File: src/sv/cbb_pkg.sv
package cbb_pkg;

  // Ring geometry and item field widths
  localparam int DEPTH    = 1024;
  localparam int MAX_PEEK = 64;
  localparam int PTR_W    = $clog2(DEPTH);
  localparam int CNT_W    = 10;
  localparam int BYTE_W   = 8;
  // wide enough for pointer plus offset without overflow
  localparam int SUM_W    = ((PTR_W > CNT_W) ? PTR_W : CNT_W) + 1;

  typedef enum logic [1:0] {
    OP_PUSH = 2'd0,
    OP_PEEK = 2'd1,
    OP_POP  = 2'd2,
    OP_READ = 2'd3
  } cbb_op_t;

  // controller -> datapath
  typedef struct packed {
    logic accept;   // input beat taken this cycle
    logic emit;     // load output register from store read data
  } cbb_cmd_t;

  // datapath -> controller
  typedef struct packed {
    logic imm_result;  // the offered item yields its result at acceptance
    logic start_mem;   // the offered item needs store reads (peek / indexed read)
    logic last_mem;    // the byte now held in read data is the final one
  } cbb_stat_t;

endpackage

File: src/sv/cbb_ctrl.sv
module cbb_ctrl (
  input  logic                clk,
  input  logic                rst_n,
  input  logic                in_valid,
  output logic                in_ready,
  output logic                out_valid,
  input  logic                out_ready,
  input  cbb_pkg::cbb_stat_t  stat,
  output cbb_pkg::cbb_cmd_t   cmd
);
  import cbb_pkg::*;

  typedef enum logic [1:0] {
    S_IDLE = 2'b01,
    S_MEM  = 2'b10
  } state_t;

  state_t state_r, state_nxt;
  logic   out_valid_r, out_valid_nxt;
  logic   slot_free;

  // output register can take a new beat
  assign slot_free = !out_valid_r || out_ready;
  assign in_ready  = (state_r == S_IDLE) && slot_free;
  assign out_valid = out_valid_r;

  assign cmd.accept = in_valid && in_ready;
  assign cmd.emit   = (state_r == S_MEM) && slot_free;

  // next state
  always_comb begin
    state_nxt = state_r;
    unique case (state_r)
      S_IDLE: begin
        if (cmd.accept && stat.start_mem) state_nxt = S_MEM;
      end
      S_MEM: begin
        if (cmd.emit && stat.last_mem) state_nxt = S_IDLE;
      end
      default: state_nxt = S_IDLE;
    endcase
  end

  // output valid: loaded on an immediate result or a store byte
  assign out_valid_nxt = (out_valid_r && !out_ready) ||
                         (cmd.accept && stat.imm_result) || cmd.emit;

  always_ff @(posedge clk) begin
    if (!rst_n) begin
      state_r     <= S_IDLE;
      out_valid_r <= 1'b0;
    end else begin
      state_r     <= state_nxt;
      out_valid_r <= out_valid_nxt;
    end
  end

  a_start_mem: assert property (@(posedge clk) disable iff (!rst_n)
    cmd.accept && stat.start_mem |=> state_r == S_MEM && !out_valid_r)
    else $error("read sequence start left a stale output beat");

  a_mem_done: assert property (@(posedge clk) disable iff (!rst_n)
    cmd.emit && stat.last_mem |=> state_r == S_IDLE && out_valid_r)
    else $error("final store byte did not return to idle");

  a_imm: assert property (@(posedge clk) disable iff (!rst_n)
    cmd.accept && stat.imm_result |=> out_valid_r && state_r == S_IDLE)
    else $error("immediate result not presented");

endmodule

File: config.mk
export PLATFORM = sky130hd
export DESIGN_NAME = cbb_ctrl
export DESIGN_NICKNAME = d
export VERILOG_FILES = /design/src/sv/cbb_pkg.sv /design/src/sv/cbb_ctrl.sv
export SDC_FILE = /design/constraint.sdc
export NUM_CORES = 1
export LEC_CHECK = 0
export BUFFER_PORTS_ARGS = -buffer_cell sky130_fd_sc_hd__buf_2
export CORE_AREA = 2 2 39 41
export DETAILED_ROUTE_END_ITERATION = 16
export DIE_AREA = 0 0 41 43
export HOLD_SLACK_MARGIN = 0.12
export PLACE_DENSITY = 0.34
export REMOVE_ABC_BUFFERS = 1
export SYNTH_ARGS = -nofsm -noshare
export SYNTH_HDL_FRONTEND = slang
export SYNTH_SLANG_ARGS = --single-unit
File: constraint.sdc
create_clock -name clk -period 1.96 [get_ports clk]
set_input_delay 0.392 -clock clk [delete_from_list [all_inputs] [get_ports clk]]
set_output_delay 0.392 -clock clk [all_outputs]
set_load 0.02 [all_outputs]
==> results of run 1 <==
final timing paths:
path	end	from	cells past startpoint
worst max-delay path	cmd[1]	out_valid	4
worst min-delay path	out_valid	rst_n	3
worst max register to register	state_r[1]	out_valid	3
worst min register to register	out_valid	state_r[0]	2
per-layer routing:
layer,GRT usage [%],up-vias,part of all wire (%)
li1,-,91,-
met1,6.39,70,47
met2,5.00,9,34
met3,8.38,2,17
met4,4.00,0,1.5
met5,0,-,0
state kept, by name, indices dropped and copies added (netlist names):
| register | count |
|---|---|
| state_r | 2 |
| out_valid | 1 |
kinds of logic after synthesis:
group	after synthesis	share of synthesized area, %
AOI/OAI and AO/OA	3	14.7
buffers and inverters	1	2.20
DFF	3	35.3
and+or+nand+nor	10	47.8
where the power goes:
group / switching, mW / total (mW) / internal [mW]
registers: 0.00281 / 0.0675 / 0.0647
clock network: 0.0283 / 0.104 / 0.0760
logic: 0.0188 / 0.0364 / 0.0176
final cells by class:
cell class / instances / area, sq um / share of cell area, %
clock buffer: 4 / 26.3 / 9.86
inverter: 1 / 3.75 / 1.41
multi-input combinational: 13 / 106 / 39.9
sequential: 3 / 60.1 / 22.5
tap: 16 / 20.0 / 7.51
timing repair buffer: 10 / 50.0 / 18.8
cell usage in the layout, fill, tap and decap left out:
cell | Yosys | layout
a32o_1 | 1 | 1
nand4b_1 | 1 | 1
or2b_1 | 1 | 1
clkbuf_4 | 0 | 3
nor2b_1 | 1 | 1
nor3b_4 | 1 | 1
nor2_1 | 1 | 1
clkbuf_1 | 0 | 1
buf_2 | 0 | 10
dfxtp_1 | 3 | 3
nor2b_4 | 1 | 1
inv_1 | 1 | 1
and2_1 | 1 | 1
and3_1 | 1 | 1
a31oi_1 | 1 | 1
nand2b_1 | 1 | 1
a32oi_1 | 1 | 1
nand2_1 | 1 | 1
tightest hold or removal path: cells and delay by family:
family | cells | cell delay (ns)
compound gates | 1 | 0.03
buf+inv | 2 | 0.17
per-stage QoR:
stage	instance area [sq um]	hold WS, ns
2_1_floorplan	170	0.501
3_3_place_gp	240	0.555
3_5_place_dp	240	0.548
4_1_cts	267	0.403
5_1_grt	267	0.424
6_report	267	0.414
==> key figures, run 1 <==
Status
  – Status: complete, no violations

Global routing
  – First-pass GRT wire length: 593 um
  – Grt ovf: 0
  – Initial antenna violation count: 0
  – Number of global-route vias before repair: 148
  – Largest net degree at the start of global routing: 5
  – Total track usage: 5.81%

Die
  – DIE WIDTH: 41 um
  – Row count: 14
  – Initial core utilization: between 10% and 20%
  – Die Ht: approximately 43 um
  – Core Area: 0.00138 sq mm
  – Die outline area: approximately 0.0018 sq mm
  – I/O Pins: 11

Layout
  – Synth-to-Final Area Change: 56.6%
  – Ratio of cells with drive above 1 in the final layout: 48.4%
  – Layout Cells excl Fill: 47
  – Nets: 39
  – N_diodes: 0
  – Fill count: 168
  – Post-route core utilization: 19.3%

Timing
  – RSZ-0062 raised after global routing: no
  – Final period util: 80.1%
  – Final WS setup: 0.389 ns
  – Final setup viols: 0
  – Max Clock Freq: around 640 MHz
  – Relative slew slack: 86.7%
  – Layout Skew: between 0.002 and 0.0025 ns
  – Worst-Margin Slew: 0.199 ns
  – Slew Limit Fails: 0
  – Final hold viol count: 0
  – Total negative setup slack: 0 ns
  – Minimum clock period: 1.57 ns

Synth
  – Dominant cells by area after synthesis: dfxtp_1 (35%), nor3b_4 (11%), nor2b_4 (8.1%), a32o_1 (5.9%), a32oi_1 (5.1%)
  – Syn Inst Count: 17
  – Post-synth EDFFs: 0
  – Synth top area share: approximately a third
  – Asr flop ratio synth: 0%
  – Post-synth top area cell: dfxtp_1
  – Mean area per synthesized cell: 10.0 sq um
  – Synthesized area: approximately 170 sq um
  – Top-count cell post-synth: dfxtp_1
  – Main synth FF type: dfxtp_1
  – Netlist cell types: 15
  – Synth Register Bits: 3
  – Seq/Total Area, Yosys: 35.3%
  – Warnings, synthesis: 0

CTS
  – TritonCTS clock tree: yes
  – Clock transition at path regs: about 0.040 ns
  – H-tree levels: 1
  – Clock sink total: 3
  – Cts-stage hold buffer count: 0
  – CTS max path bufs: 2
  – Post CTS Setup Buffer Count: 0
  – CTS resizes: 0
  – TritonCTS buffer count: 3
  – Clk root buf: clkbuf_4
  – Worst skew pair latency: approximately 0.23 ns

Setup path
  – Worst reg-to-reg setup slack: 1.05 ns
  – Worst path cell trace: nor2b_4 -> nor3b_4 -> and2_1 -> buf_2
  – Worst path bufs/invs: 1
  – Slowest cell on crit path: dfxtp_1
  – Worst Path Max Fanout: 4
  – Crit. End Element: output port
  – Slowest stage delay, CP: 0.30 ns
  – Crit path arrival time: roughly 1.2 ns
  – CP Class: reg -> out
  – Critical Path Start Type: flop
  – Delay-heaviest family, CP: simple AND/OR/NAND/NOR gates
  – CP required: 1.57 ns

Pwr
  – Maximum vdd drop: 0.000338 V
  – Total power draw: 0.208 mW
  – P per Cell Area: slightly below 800 mW/mm^2
  – Lkg Pwr: ~0.12 nW

Placed design
  – Place WS: 0.504 ns
  – Placed Cells: 43
  – RD Place Congestion: approximately 0.65
  – Port Buffers: 10

Routing
  – Drt drc: 0
  – Post-DR wirelength/cell: roughly 8.4 um
  – DR vias/cell: 3.66
  – Total Wirelength: 396 um
  – Vias: 172
  – DR iter-0 viols: 2
  – Routed Antenna Nets: 0
  – DR pass1 iterations: 2

Flow run
  – Max Cap Viol: 0

Hold path
  – Worst min path class: in -> reg
No activity file was read; power rests on OpenSTA's default activity.
==> inputs of run 2 (changes only) <==
==> constraint.sdc (replaced) <==
create_clock -name clk -period 1.5 [get_ports clk]
set_input_delay 0.3 -clock clk [delete_from_list [all_inputs] [get_ports clk]]
set_output_delay 0.3 -clock clk [all_outputs]
set_load 0.02 [all_outputs]
==> run 2 against run 1 <==
  * Die area stayed put
  * First-iteration DRC count is 100% higher
  * Wire length is 5.6% higher
  * Cell count is 2.1% higher
  * Final area is 6.6% higher
  * Sequential share of layout area is 0.95 points lower
  * Hold slack worse by 0.099 ns
  * Power is 36% higher
  * Worst setup slack worse by 0.33 ns
  * Utilization is 1.3 points higher
  * Critical path type unchanged
  * Critical endpoint unchanged
==> key figures, run 2 (synthesis results as in run 1) <==
Pwr
  – Switch share: 24.2% (+0.24 points)
  – Logic pwr share: 20.0% (+2.5 points)
  – NetSw: 0.0688 mW (+38%)
  – Sequential Power Share: 31.2% (-1.2 points)
  – Power share of the clock group: 48.7% (-1.4 points)
  – Maximum vdd drop: 0.000546 V (+61%)
  – Lkg Pwr: 0.133 nW (+7.0%)
  – Cell-internal power: 0.215 mW (+36%)
  – P per Cell Area: 1000 mW/mm^2 (+28%)
  – Total power draw: 0.284 mW (+36%)

Timing
  – Final hold viol count: 0 (unchanged)
  – Relative slew slack: 87.7% (+1.0 points)
  – Worst-Margin Slew: 0.184 ns (-0.0151 ns)
  – Minimum clock period: roughly 1.4 ns
  – Hold Slack: 0.315 ns (-0.0994 ns)
  – Layout Skew: 0.00221 ns (+0.000141 ns)
  – Total negative setup slack: 0 ns (unchanged)
  – Slew Limit Fails: 0 (unchanged)
  – Final setup viols: 0 (unchanged)
  – Final WS setup: 0.0544 ns (-0.335 ns)
  – Final period util: 96.4%
  – Max Clock Freq: 692 MHz
  – RSZ-0062 raised after global routing: yes

Die
  – Row count: 14 (unchanged)
  – DIE WIDTH: 41 um (unchanged)
  – Core Area: 0.00138 sq mm (unchanged)
  – Die Ht: 43 um (unchanged)
  – I/O Pins: 11 (unchanged)
  – Initial core utilization: 12.3% (unchanged)
  – Die outline area: 0.00176 sq mm (unchanged)

Setup path
  – Critical Path Start Type: flop
  – Crit path arrival time: 1.15 ns (-0.03 ns)
  – Worst Path Max Fanout: 3 (-1)
  – Crit. End Element: output port
  – Worst setup path start: out_valid
  – CP Class: reg -> out
  – Worst reg2reg path depth: 4 (+1)
  – Worst flop-to-flop path endpoint: state_r[1]
  – CP required: 1.20 ns (-0.37 ns)
  – Worst reg-to-reg setup slack: 0.50 ns (-0.55 ns)
  – RR Startpoint: out_valid

Layout
  – Design area: 284 sq um (+6.6%)
  – Layout Cells excl Fill: 48 (+2.1%)
  – Commonest non-fill, non-tap cells in the layout: buf_2 (9), clkbuf_4 (3), dfxtp_1 (2)
  – Ratio of cells with drive above 1 in the final layout: 56.3% (+7.9 points)
  – Synth-to-Final Area Change: 66.9%
  – Largest reg by FF count: state_r
  – Post-route core utilization: 20.5% (+1.3 points)
  – N_diodes: 0 (unchanged)
  – Nets: 40 (+2.6%)
  – Max reg flops: 2 (unchanged)
  – Commonest non-fill, non-tap cell in the layout: buf_2

Placed design
  – Place WS: 0.202 ns (-0.302 ns)
  – RD Place Congestion: 0.695 (+6.2%)
  – Placed Cells: 43 (unchanged)
  – DP Wirelength: 347 um
  – Port Buffers: 10 (unchanged)
  – DP Area: 240 sq um (unchanged)

Routing
  – Total Wirelength: 418 um (+5.6%)
  – DR iter-0 viols: 4 (+2)
  – DR vias/cell: 3.90 (+6.5%)
  – Post-DR wirelength/cell: 8.71 um (+3.4%)
  – Vias: 187 (+8.7%)
  – Drt drc: 0 (unchanged)
  – DR pass1 iterations: 2 (unchanged)
  – Routed Antenna Nets: 0 (unchanged)

Global routing
  – Grt ovf: 0 (unchanged)
  – Number of global-route vias before repair: 168 (+14%)
  – Largest net degree at the start of global routing: 5 (unchanged)
  – Initial antenna violation count: 0 (unchanged)
  – First-pass GRT wire length: 634 um (+6.9%)
  – Total track usage: 6.21% (+0.40 points)

CTS
  – TritonCTS clock tree: yes
  – TritonCTS buffer count: 3 (unchanged)
  – Clock transition at path regs: 0.04 ns (about the same)
  – Worst skew pair latency: 0.23 ns (about the same)
  – Clock sink total: 3 (unchanged)
  – CTS max path bufs: 2 (unchanged)
  – Clk root buf: clkbuf_4
  – H-tree levels: 1 (unchanged)

Hold path
  – Worst min path class: in -> reg
  – Hold Crit Start: rst_n
  – Hold path depth: 3 (unchanged)
  – WHS Endpoint: out_valid

Status
  – Status: complete, no violations

Flow run
  – Max Cap Viol: 0 (unchanged)
[run 2: cell count changes in the layout (fill, tap and decap cells not counted), sizes merged]
cell	change
buf	+1
[run 2: layout make-up]
type / count / area [sq um]
Sequential cell: 3 / 61.3
Fill cell: 157 / 1100
Multi-Input combinational cell: 13 / 109
Timing Repair Buffer: 11 / 63.8
Clock buffer: 4 / 26.3
Inverter: 1 / 3.75
Tap cell: 16 / 20.0
[run 2: power by group through the flow]
stage / Clock (mW) / Sequential (mW) / Combinational, mW
2_1_floorplan: 0 / 0.0910 / 0.0267
3_3_place_gp: 0 / 0.0898 / 0.0478
3_5_place_dp: 0 / 0.0896 / 0.0481
4_1_cts: 0.146 / 0.0885 / 0.0537
5_1_grt: 0.154 / 0.0895 / 0.0609
6_report: 0.139 / 0.0888 / 0.0570
[run 2: metal layers]
layer	up-vias	global-route usage, %	wire length, um
li1	93	-	-
met1	83	6.71	197
met2	9	6.25	157
met3	2	7.85	56
met4	0	4.00	6
met5	-	0	0
[run 2: what timing repair did]
item	CTS	global route
buffers inserted	1	0
cloned	0	0
hold buffers	0	0
pin swaps	1	2
resized for setup	1	3
setup endpoints to repair	1	1
[run 2: critical path, cell delays in order (launching register included)]
cell and delay [ns]:
dfxtp_2 0.31, nor2b_4 0.13, nor3b_4 0.20, and2_4 0.17
buf_6 0.10
[run 2: worst max-delay path by stage]
stage                  end  slack, ns  depth (start not counted)
global route        cmd[1]      -0.02                          4
global placement    cmd[1]       0.22                          5
floorplan           cmd[1]       0.07                          3
detailed placement  cmd[1]       0.20                          5
CTS                 cmd[1]       0.01                          4
finish              cmd[1]       0.05                          4
